`config.mk`:
```
export PLATFORM = sky130hd
export DESIGN_NAME = voxel_region_statistics_unit
export DESIGN_NICKNAME = d
export VERILOG_FILES = /design/src/vrs_pkg.sv /design/src/vrs_ctrl.sv /design/src/vrs_dp.sv /design/src/voxel_region_statistics_unit.sv
export SDC_FILE = /design/constraint.sdc
export NUM_CORES = 2
export LEC_CHECK = 0
export BUFFER_PORTS_ARGS = -buffer_cell sky130_fd_sc_hd__buf_2
export CAP_MARGIN = 20
export CORE_ASPECT_RATIO = 1.5
export CORE_MARGIN = 3
export CORE_UTILIZATION = 35
export DETAILED_ROUTE_END_ITERATION = 8
export MAX_ROUTING_LAYER = met4
export PLACE_DENSITY_LB_ADDON = 0.2
export SKIP_CTS_REPAIR_TIMING = 1
export SLEW_MARGIN = 20
export SYNTH_ARGS = -nofsm -noshare
export SYNTH_HDL_FRONTEND = slang
export SYNTH_SLANG_ARGS = --single-unit
```
`constraint.sdc`:
```
create_clock -name i_clk -period 14.76 [get_ports i_clk]
set_input_delay 1.476 -clock i_clk [delete_from_list [all_inputs] [get_ports i_clk]]
set_output_delay 1.476 -clock i_clk [all_outputs]
set_load 0.02 [all_outputs]
```
`src/vrs_pkg.sv`:
```
// Package for the voxel region statistics unit.
// Holds the datapath command and status types, the widths and the step counts.
// It depends on nothing else.
package vrs_pkg;

    localparam int SumBits  = 48;
    localparam int SqBits   = 62;
    localparam int CntBits  = 31;
    localparam int MagBits  = 47;
    localparam int ProdBits = 93;
    localparam int RadBits  = 108;
    localparam int RootBits = 54;
    localparam int RemBits  = 56;
    localparam int DvdBits  = 56;
    localparam int DrmBits  = 32;
    localparam int StepBits = 6;

    localparam logic [StepBits-1:0] StepsMulA = StepBits'(CntBits - 1);
    localparam logic [StepBits-1:0] StepsMulB = StepBits'(MagBits - 1);
    localparam logic [StepBits-1:0] StepsSqrt = StepBits'(RootBits - 1);
    localparam logic [StepBits-1:0] StepsDiv  = StepBits'(DvdBits - 1);

    localparam logic [2:0] RegRegionEnable = 3'd0;
    localparam logic [2:0] RegXLow  = 3'd1;
    localparam logic [2:0] RegXHigh = 3'd2;
    localparam logic [2:0] RegYLow  = 3'd3;
    localparam logic [2:0] RegYHigh = 3'd4;
    localparam logic [2:0] RegZLow  = 3'd5;
    localparam logic [2:0] RegZHigh = 3'd6;

    typedef enum logic [3:0] {
        OP_NONE,
        OP_ACC,
        OP_LOAD_MULA,
        OP_MULA,
        OP_LOAD_MULB,
        OP_MULB,
        OP_LOAD_SQRT,
        OP_SQRT,
        OP_LOAD_DIVS,
        OP_DIVS,
        OP_LOAD_DIVM,
        OP_DIVM,
        OP_OUT
    } t_op;

    typedef struct packed {
        t_op op;
    } t_cmd;

    typedef struct packed {
        logic cnt_zero;
        logic out_free;
    } t_status;

endpackage

```
`src/vrs_ctrl.sv`:
```
// Controller state machine for the voxel region statistics unit.
// Sequences accumulation and the serial multiply, root and divide steps.
// Depends on vrs_pkg.
module vrs_ctrl (
    input  logic             i_clk,
    input  logic             i_rst_n,
    input  logic             i_valid,
    input  logic             i_last_voxel,
    input  vrs_pkg::t_status i_status,
    output logic             o_stall,
    output vrs_pkg::t_cmd    o_cmd
);

    typedef enum logic [3:0] {
        S_IDLE, S_LD_MULA, S_MULA, S_LD_MULB, S_MULB, S_LD_SQRT, S_SQRT,
        S_LD_DIVS, S_DIVS, S_LD_DIVM, S_DIVM, S_OUT
    } t_state;

    t_state                        r_state;
    logic [vrs_pkg::StepBits-1:0] r_step;

    always_ff @(posedge i_clk) begin
        if (!i_rst_n) begin
            r_state <= S_IDLE;
            r_step  <= '0;
        end else begin
            unique case (r_state)
                S_IDLE: begin
                    if (i_valid && i_last_voxel) r_state <= S_LD_MULA;
                end
                S_LD_MULA: begin
                    r_step  <= '0;
                    r_state <= i_status.cnt_zero ? S_OUT : S_MULA;
                end
                S_MULA: begin
                    r_step <= r_step + 1'b1;
                    if (r_step == vrs_pkg::StepsMulA) r_state <= S_LD_MULB;
                end
                S_LD_MULB: begin
                    r_step  <= '0;
                    r_state <= S_MULB;
                end
                S_MULB: begin
                    r_step <= r_step + 1'b1;
                    if (r_step == vrs_pkg::StepsMulB) r_state <= S_LD_SQRT;
                end
                S_LD_SQRT: begin
                    r_step  <= '0;
                    r_state <= S_SQRT;
                end
                S_SQRT: begin
                    r_step <= r_step + 1'b1;
                    if (r_step == vrs_pkg::StepsSqrt) r_state <= S_LD_DIVS;
                end
                S_LD_DIVS: begin
                    r_step  <= '0;
                    r_state <= S_DIVS;
                end
                S_DIVS: begin
                    r_step <= r_step + 1'b1;
                    if (r_step == vrs_pkg::StepsDiv) r_state <= S_LD_DIVM;
                end
                S_LD_DIVM: begin
                    r_step  <= '0;
                    r_state <= S_DIVM;
                end
                S_DIVM: begin
                    r_step <= r_step + 1'b1;
                    if (r_step == vrs_pkg::StepsDiv) r_state <= S_OUT;
                end
                S_OUT: begin
                    if (i_status.out_free) r_state <= S_IDLE;
                end
                default: r_state <= S_IDLE;
            endcase
        end
    end

    assign o_stall = (r_state != S_IDLE);

    always_comb begin
        unique case (r_state)
            S_IDLE:    o_cmd.op = i_valid ? vrs_pkg::OP_ACC : vrs_pkg::OP_NONE;
            S_LD_MULA: o_cmd.op = vrs_pkg::OP_LOAD_MULA;
            S_MULA:    o_cmd.op = vrs_pkg::OP_MULA;
            S_LD_MULB: o_cmd.op = vrs_pkg::OP_LOAD_MULB;
            S_MULB:    o_cmd.op = vrs_pkg::OP_MULB;
            S_LD_SQRT: o_cmd.op = vrs_pkg::OP_LOAD_SQRT;
            S_SQRT:    o_cmd.op = vrs_pkg::OP_SQRT;
            S_LD_DIVS: o_cmd.op = vrs_pkg::OP_LOAD_DIVS;
            S_DIVS:    o_cmd.op = vrs_pkg::OP_DIVS;
            S_LD_DIVM: o_cmd.op = vrs_pkg::OP_LOAD_DIVM;
            S_DIVM:    o_cmd.op = vrs_pkg::OP_DIVM;
            S_OUT:     o_cmd.op = i_status.out_free ? vrs_pkg::OP_OUT : vrs_pkg::OP_NONE;
            default:   o_cmd.op = vrs_pkg::OP_NONE;
        endcase
    end

    a_stall_after_last: assert property (@(posedge i_clk) disable iff (!i_rst_n)
        (r_state == S_IDLE && i_valid && i_last_voxel) |=> o_stall)
        else $error("block not busy after the last word of a volume");
    a_step_bounded: assert property (@(posedge i_clk) disable iff (!i_rst_n)
        r_step <= vrs_pkg::StepsDiv + 1'b1)
        else $error("step counter ran past the longest serial operation");
    a_out_goes_idle: assert property (@(posedge i_clk) disable iff (!i_rst_n)
        (r_state == S_OUT && i_status.out_free) |=> (r_state == S_IDLE))
        else $error("result written but controller did not return to idle");

endmodule

```
`src/vrs_dp.sv`:
```
// Datapath of the voxel region statistics unit: configuration, accumulators,
// serial shift-add multiplier, digit-serial square root, restoring divider.
// Depends on vrs_pkg.
module vrs_dp #(
    parameter int INDEX_BITS  = 10,
    parameter int SAMPLE_BITS = 16
) (
    input  logic                i_clk,
    input  logic                i_rst_n,
    input  vrs_pkg::t_cmd       i_cmd,
    output vrs_pkg::t_status    o_status,
    input  logic                i_cfg_we,
    input  logic [2:0]          i_cfg_index,
    input  logic [9:0]          i_cfg_data,
    input  logic signed [15:0]  i_voxel_value,
    input  logic [9:0]          i_x_index,
    input  logic [9:0]          i_y_index,
    input  logic [9:0]          i_z_index,
    input  logic                i_stall,
    output logic                o_valid,
    output logic [30:0]         o_voxel_count,
    output logic signed [15:0]  o_min_value,
    output logic signed [15:0]  o_max_value,
    output logic signed [23:0]  o_mean_fixed,
    output logic [23:0]         o_std_dev_fixed
);

    localparam logic signed [15:0] MinInit = 16'((2 ** (SAMPLE_BITS - 1)) - 1);
    localparam logic signed [15:0] MaxInit = 16'(-(2 ** (SAMPLE_BITS - 1)));
    localparam logic [30:0] CntMax = '1;

    logic r_en;
    logic [9:0] r_xl, r_xh, r_yl, r_yh, r_zl, r_zh;

    logic signed [15:0]                r_min, r_max;
    logic signed [vrs_pkg::SumBits-1:0] r_sum;
    logic [vrs_pkg::SqBits-1:0]         r_sq;
    logic [vrs_pkg::CntBits-1:0]        r_cnt;

    logic [vrs_pkg::ProdBits-1:0] r_prod, r_mcand;
    logic [vrs_pkg::MagBits-1:0]  r_mplier;
    logic [vrs_pkg::RadBits-1:0]  r_rad;
    logic [vrs_pkg::RemBits-1:0]  r_srem;
    logic [vrs_pkg::RootBits-1:0] r_root;
    logic [vrs_pkg::DvdBits-1:0]  r_dvd;
    logic [vrs_pkg::DrmBits-1:0]  r_drem;
    logic [23:0]                  r_std;

    logic signed [SAMPLE_BITS-1:0] s_raw;
    logic signed [15:0]            s_val;
    logic signed [31:0]            s_sqr;
    logic [9:0]                    s_xi, s_yi, s_zi;
    logic                          s_sel;
    logic [vrs_pkg::MagBits-1:0]   s_mag;
    logic [vrs_pkg::RemBits-1:0]   s_srem_t, s_trial;
    logic [vrs_pkg::DrmBits-1:0]   s_drem_t, s_div;
    logic                          s_qbit;
    logic [vrs_pkg::DvdBits-1:0]   s_qa;
    logic [23:0]                   s_mean;

    assign s_raw = i_voxel_value[SAMPLE_BITS-1:0];
    assign s_val = 16'(s_raw);
    assign s_sqr = s_val * s_val;
    assign s_xi  = 10'(i_x_index[INDEX_BITS-1:0]);
    assign s_yi  = 10'(i_y_index[INDEX_BITS-1:0]);
    assign s_zi  = 10'(i_z_index[INDEX_BITS-1:0]);
    assign s_sel = !r_en || (s_xi >= r_xl && s_xi <= r_xh && s_yi >= r_yl && s_yi <= r_yh
                             && s_zi >= r_zl && s_zi <= r_zh);
    assign s_mag = r_sum[vrs_pkg::SumBits-1] ? vrs_pkg::MagBits'(-r_sum)
                                             : vrs_pkg::MagBits'(r_sum);

    // One root digit per step: bring down two radicand bits, try (root << 2) | 1.
    assign s_srem_t = {r_srem[vrs_pkg::RemBits-3:0], r_rad[vrs_pkg::RadBits-1 -: 2]};
    assign s_trial  = {r_root, 2'b01};

    // One quotient bit per step.
    assign s_drem_t = {r_drem[vrs_pkg::DrmBits-2:0], r_dvd[vrs_pkg::DvdBits-1]};
    assign s_div    = vrs_pkg::DrmBits'(r_cnt);
    assign s_qbit   = (s_drem_t >= s_div);

    assign s_qa   = r_dvd + vrs_pkg::DvdBits'(r_drem != '0);
    assign s_mean = r_sum[vrs_pkg::SumBits-1] ? 24'(-s_qa) : r_dvd[23:0];

    assign o_status.cnt_zero = (r_cnt == '0);
    assign o_status.out_free = !o_valid || !i_stall;

    always_ff @(posedge i_clk) begin
        if (!i_rst_n) begin
            r_en <= 1'b0;
            r_xl <= '0;  r_xh <= '1;
            r_yl <= '0;  r_yh <= '1;
            r_zl <= '0;  r_zh <= '1;
        end else if (i_cfg_we) begin
            unique case (i_cfg_index)
                vrs_pkg::RegRegionEnable: r_en <= i_cfg_data[0];
                vrs_pkg::RegXLow:  r_xl <= i_cfg_data;
                vrs_pkg::RegXHigh: r_xh <= i_cfg_data;
                vrs_pkg::RegYLow:  r_yl <= i_cfg_data;
                vrs_pkg::RegYHigh: r_yh <= i_cfg_data;
                vrs_pkg::RegZLow:  r_zl <= i_cfg_data;
                vrs_pkg::RegZHigh: r_zh <= i_cfg_data;
                default: ;
            endcase
        end
    end

    always_ff @(posedge i_clk) begin
        if (!i_rst_n) begin
            r_min   <= MinInit;
            r_max   <= MaxInit;
            r_sum   <= '0;
            r_sq    <= '0;
            r_cnt   <= '0;
            o_valid <= 1'b0;
        end else begin
            if (o_valid && !i_stall) o_valid <= 1'b0;
            unique case (i_cmd.op)
                vrs_pkg::OP_ACC: begin
                    if (s_sel && r_cnt != CntMax) begin
                        if (s_val < r_min) r_min <= s_val;
                        if (s_val > r_max) r_max <= s_val;
                        r_sum <= r_sum + vrs_pkg::SumBits'(s_val);
                        r_sq  <= r_sq + vrs_pkg::SqBits'($unsigned(s_sqr));
                        r_cnt <= r_cnt + 1'b1;
                    end
                end
                vrs_pkg::OP_OUT: begin
                    o_valid <= 1'b1;
                    r_min   <= MinInit;
                    r_max   <= MaxInit;
                    r_sum   <= '0;
                    r_sq    <= '0;
                    r_cnt   <= '0;
                end
                default: ;
            endcase
        end
    end

    always_ff @(posedge i_clk) begin
        unique case (i_cmd.op)
            vrs_pkg::OP_LOAD_MULA: begin
                r_prod   <= '0;
                r_mcand  <= vrs_pkg::ProdBits'(r_sq);
                r_mplier <= vrs_pkg::MagBits'(r_cnt);
            end
            vrs_pkg::OP_MULA, vrs_pkg::OP_MULB: begin
                if (r_mplier[0]) begin
                    r_prod <= (i_cmd.op == vrs_pkg::OP_MULA) ? r_prod + r_mcand
                                                             : r_prod - r_mcand;
                end
                r_mcand  <= r_mcand << 1;
                r_mplier <= r_mplier >> 1;
            end
            vrs_pkg::OP_LOAD_MULB: begin
                r_mcand  <= vrs_pkg::ProdBits'(s_mag);
                r_mplier <= s_mag;
            end
            vrs_pkg::OP_LOAD_SQRT: begin
                r_rad  <= {r_prod[vrs_pkg::RadBits-17:0], 16'h0000};
                r_srem <= '0;
                r_root <= '0;
            end
            vrs_pkg::OP_SQRT: begin
                r_rad <= r_rad << 2;
                if (s_srem_t >= s_trial) begin
                    r_srem <= s_srem_t - s_trial;
                    r_root <= {r_root[vrs_pkg::RootBits-2:0], 1'b1};
                end else begin
                    r_srem <= s_srem_t;
                    r_root <= {r_root[vrs_pkg::RootBits-2:0], 1'b0};
                end
            end
            vrs_pkg::OP_LOAD_DIVS: begin
                r_dvd  <= vrs_pkg::DvdBits'(r_root);
                r_drem <= '0;
            end
            vrs_pkg::OP_LOAD_DIVM: begin
                r_std  <= r_dvd[23:0];
                r_dvd  <= {1'b0, s_mag, 8'h00};
                r_drem <= '0;
            end
            vrs_pkg::OP_DIVS, vrs_pkg::OP_DIVM: begin
                r_drem <= s_qbit ? s_drem_t - s_div : s_drem_t;
                r_dvd  <= {r_dvd[vrs_pkg::DvdBits-2:0], s_qbit};
            end
            vrs_pkg::OP_OUT: begin
                if (r_cnt == '0) begin
                    o_voxel_count   <= '0;
                    o_min_value     <= '0;
                    o_max_value     <= '0;
                    o_mean_fixed    <= '0;
                    o_std_dev_fixed <= '0;
                end else begin
                    o_voxel_count   <= r_cnt;
                    o_min_value     <= r_min;
                    o_max_value     <= r_max;
                    o_mean_fixed    <= s_mean;
                    o_std_dev_fixed <= r_std;
                end
            end
            default: ;
        endcase
    end

    a_empty_sums: assert property (@(posedge i_clk) disable iff (!i_rst_n)
        (r_cnt == '0) |-> (r_sum == '0 && r_sq == '0))
        else $error("sums nonzero with an empty selection");
    a_min_le_max: assert property (@(posedge i_clk) disable iff (!i_rst_n)
        (r_cnt != '0) |-> (r_min <= r_max))
        else $error("running minimum above running maximum");
    a_cleared: assert property (@(posedge i_clk) disable iff (!i_rst_n)
        (i_cmd.op == vrs_pkg::OP_OUT) |=> (r_cnt == '0 && o_valid))
        else $error("accumulators not cleared after a result");

endmodule

```
`src/voxel_region_statistics_unit.sv`:
```
// Voxel region statistics unit: count, min, max, mean and standard deviation.
// Voxel words are taken one per cycle while o_stall is low; a non-last word
// never stalls the input. After the last word the input stalls through load
// steps, 31 + 47 shift-add steps, 54 root digits, 56 + 56 divide steps and an
// output step that makes the result valid; an empty volume skips to that step.
// Reset (synchronous, active low) clears the accumulators and loads the register
// defaults; there is no clearing pass.
module voxel_region_statistics_unit #(
    parameter int INDEX_BITS  = 10,
    parameter int SAMPLE_BITS = 16
) (
    input  logic               i_clk,
    input  logic               i_rst_n,
    input  logic               i_valid,
    output logic               o_stall,
    input  logic signed [15:0] i_voxel_value,
    input  logic [9:0]         i_x_index,
    input  logic [9:0]         i_y_index,
    input  logic [9:0]         i_z_index,
    input  logic               i_last_voxel,
    output logic               o_valid,
    input  logic               i_stall,
    output logic [30:0]        o_voxel_count,
    output logic signed [15:0] o_min_value,
    output logic signed [15:0] o_max_value,
    output logic signed [23:0] o_mean_fixed,
    output logic [23:0]        o_std_dev_fixed,
    input  logic               i_cfg_we,
    input  logic [2:0]         i_cfg_index,
    input  logic [9:0]         i_cfg_data
);

    // The controller only steps the datapath; all arithmetic and the output
    // word register live in the datapath. A finished result waits in that
    // register while the next volume streams in.
    vrs_pkg::t_cmd    s_cmd;
    vrs_pkg::t_status s_status;

    vrs_ctrl u_ctrl (
        .i_clk        (i_clk),
        .i_rst_n      (i_rst_n),
        .i_valid      (i_valid),
        .i_last_voxel (i_last_voxel),
        .i_status     (s_status),
        .o_stall      (o_stall),
        .o_cmd        (s_cmd)
    );

    // The datapath computes the variance as n*S2 - S*S, takes the integer
    // root of that value scaled by 2^16 and divides the root by n, which gives
    // the floored deviation with eight fraction bits.
    vrs_dp #(
        .INDEX_BITS  (INDEX_BITS),
        .SAMPLE_BITS (SAMPLE_BITS)
    ) u_dp (
        .i_clk           (i_clk),
        .i_rst_n         (i_rst_n),
        .i_cmd           (s_cmd),
        .o_status        (s_status),
        .i_cfg_we        (i_cfg_we),
        .i_cfg_index     (i_cfg_index),
        .i_cfg_data      (i_cfg_data),
        .i_voxel_value   (i_voxel_value),
        .i_x_index       (i_x_index),
        .i_y_index       (i_y_index),
        .i_z_index       (i_z_index),
        .i_stall         (i_stall),
        .o_valid         (o_valid),
        .o_voxel_count   (o_voxel_count),
        .o_min_value     (o_min_value),
        .o_max_value     (o_max_value),
        .o_mean_fixed    (o_mean_fixed),
        .o_std_dev_fixed (o_std_dev_fixed)
    );

endmodule
```
==> flow_metrics.tcl <==
set metrics [dict create \
    hold_viol 0 \
    drt_iter0_drc 3072 \
    fin_ws_ns 4.670 \
    cpMostUsedCell "fa_1" \
    wl_per_cell_um 21.47 \
    routabilityCongestion 0.9165 \
    min_period_ns 10.09 \
    synth_top_area_share_pct 30.15 \
    h-tree-depth 3 \
    seq_area_frac_synth_pct 37.68 \
    cts_tree "done" \
    clk_path_buf_depth 3 \
    whs_ns 0.4533 \
    crit_required_ns 15.44 \
    dr_total_vias 51980 \
    ios 178 \
    dieArea_um2 191400 \
    ys_ff_latch 899 \
    clock_sinks 899 \
    synthCells 7089 \
    grt_pass1_vias 52400 \
    drc 0 \
    timing.fmax_ghz 0.09911 \
    synth-edff-count 654 \
    rsz0062_at_grt "no" \
    final_layout_size_suffix_gt1_share_pct 6.457 \
    cap_violations 0 \
    wl_met2_um 105500 \
    arrival_ns 10.77 \
    cp_top_family "adder cells" \
    synth.area.top_cells "edfxtp_1, ha_1, dfxtp_1" \
    grt_first_pass_wirelength_um 315000 \
    vias_per_cell 5.417 \
    dominantRegCellSynth "edfxtp_1" \
    clkLatencyLatePin_ns 0.76 \
    layout.nets 7845 \
    skew_ns 0.06530 \
    tightest_slew_ns 1.118 \
    clk_pin_slew_worst_paths_ns 0.06 \
    grt_start_max_net_pins 74 \
    synth_nets 7863 \
    hold_class "reg -> reg" \
    maxSlewViolCount 0 \
    syn2layout_area_growth_pct 10.07 \
    setup_violations 0 \
    track_usage_pct 21.79 \
    coreArea_um2 184700 \
    synthArstFlopShare_pct 0 \
    path_class "in -> reg" \
    synth_top_area_cell "edfxtp_1" \
    die_w_um 358.2 \
    wl_met3_um 6636 \
    place_hpwl_um 155900 \
    drt-met1-wl_um 83600 \
    postPlaceCellArea_um2 68360 \
    syn_area_um2 65140 \
    final_area_um2 71700 \
    place_ws_ns 3.841 \
    initial_utilization_pct 35.26 \
    finalSetupTns_ns 0 \
    antenna_found_initial 10 \
    critPathMaxFanout 18 \
    routed_wl_um 206000 \
    portBuffers 177 \
    start_kind "input port" \
    syn_area_per_cell_um2 9.189 \
    gr-total-overflow 0 \
    fin_crit_sh_pct 68.36 \
    fp-row-count 193 \
    fp.dieH_um 534.4 \
    final_antenna_net_count 0 \
    outcome "completed" \
    slowest_delay_ns 0.86 \
    cts_root_buf "clkbuf_16" \
    drt_first_pass_iters 6 \
    crit_path_top_delay_cell "a221o_1" \
    dr.max_layer_used "met4" \
    max_slew_margin_pct 23.53 \
    yosys_warnings 0 \
    synthDistinctLibCells 80 \
    cts_made_buffers 99 \
    end_kind "register" \
    crit_buf_inv 6 \
]
-- sequential cells by signal, summed over array words and instances (netlist names), 16 cells and up --
name / flops
u_dp.r_min: 16
u_dp.r_rad: 92
u_dp.o_mean_fixed: 24
u_dp.r_mcand: 92
u_dp.r_drem: 32
u_dp.r_sum: 48
u_dp.r_srem: 54
u_dp.r_mplier: 47
u_dp.r_sq: 62
u_dp.r_cnt: 31
u_dp.o_voxel_count: 31
u_dp.o_max_value: 16
u_dp.r_dvd: 56
u_dp.r_max: 16
u_dp.o_std_dev_fixed: 24
u_dp.r_std: 24
u_dp.o_min_value: 16
u_dp.r_prod: 92
u_dp.r_root: 54
-- cell usage in the layout (no fill, tap or decap), drive strengths merged, types with 235 or more instances in the layout --
master and count:
nand2 840, nor2 665, edfxtp 654, inv 645
ha 468, a21oi 426, o21ai 316, xnor2 289
dfxtp 245, fa 241, buf 235
-- final timing paths --
kind | from | to | slack, ns | depth (start not counted)
min reg2reg | u_dp.r_zl[2] | u_dp.r_zl[2] | 0.45 | 2
max | i_voxel_value[1] | u_dp.r_sq[54] | 4.67 | 31
max reg2reg | u_dp.r_mcand[3] | u_dp.r_prod[85] | 6.64 | 17
min | u_dp.r_zl[2] | u_dp.r_zl[2] | 0.45 | 2
-- synthesized netlist by cell type, drive strengths merged (95+ instances only) --
master and n:
fa 241, nand3 152, ha 468, o21ai 316, inv 640, nand2 840, nor2 665, edfxtp 654
clkbuf 329, a21oi 426, a21o 199, mux2i 95, xnor2 289, xor2 190, nand4 126, dfxtp 245
-- worst register-to-register path: stages, from the launching register on --
cell      delay (ns)
edfxtp_1        0.47
nor4_1          0.64
nand3_1         0.48
nor3_1          0.95
nand2_1         0.43
nor3_1          0.48
a31oi_1         0.17
xor2_1          0.19
ha_1            0.51
nand4_1         0.34
or4_1           0.69
or3_1           0.40
a311oi_1        0.53
nor3_1          0.26
o21ai_0         0.72
a21oi_1         0.33
xor2_1          0.20
nor2_1          0.05
-- cells by family (layout without fill, tap and decap cells) --
logic type	Yosys count	count (layout)	share of synthesized area (%)
adders and majority gates	709	709	16.40
and+or+nand+nor	2338	2338	16.54
muxes	96	96	1.477
other	0	4	0
buffers and inverters	996	1062	5.749
xor gates and xnor gates	479	479	6.440
DFF	899	899	37.68
AOI/OAI and AO/OA	1572	1572	15.72
-- area by class of cell --
class | instances | area [um2]
fill | 18630 | 113000
multi-input combinational | 5194 | 37020
sequential | 899 | 24550
tap | 2437 | 3049
clock buffer | 128 | 2680
inverter | 642 | 2417
timing repair buffer | 235 | 1364
clock inverter | 57 | 608.1
antenna | 4 | 10.01
-- stage by stage --
| step | instances | utilization [%] |
|---|---|---|
| floorplan | 7089 | - |
| global placement | 9405 | 36.99 |
| detailed placement | 9406 | 37.01 |
| CTS | 9591 | 38.79 |
| global route | 9595 | 38.81 |
| finish | 9596 | 38.81 |
-- routing by layer --
layer	track usage, %	vias up
li1	-	24940
met1	25.12	25570
met2	38.38	1105
met3	1.788	373
met4	9.801	0
met5	-	-
Power is not shown: default switching activity piles up to over one toggle a cycle in this logic, so the estimate is an artifact.
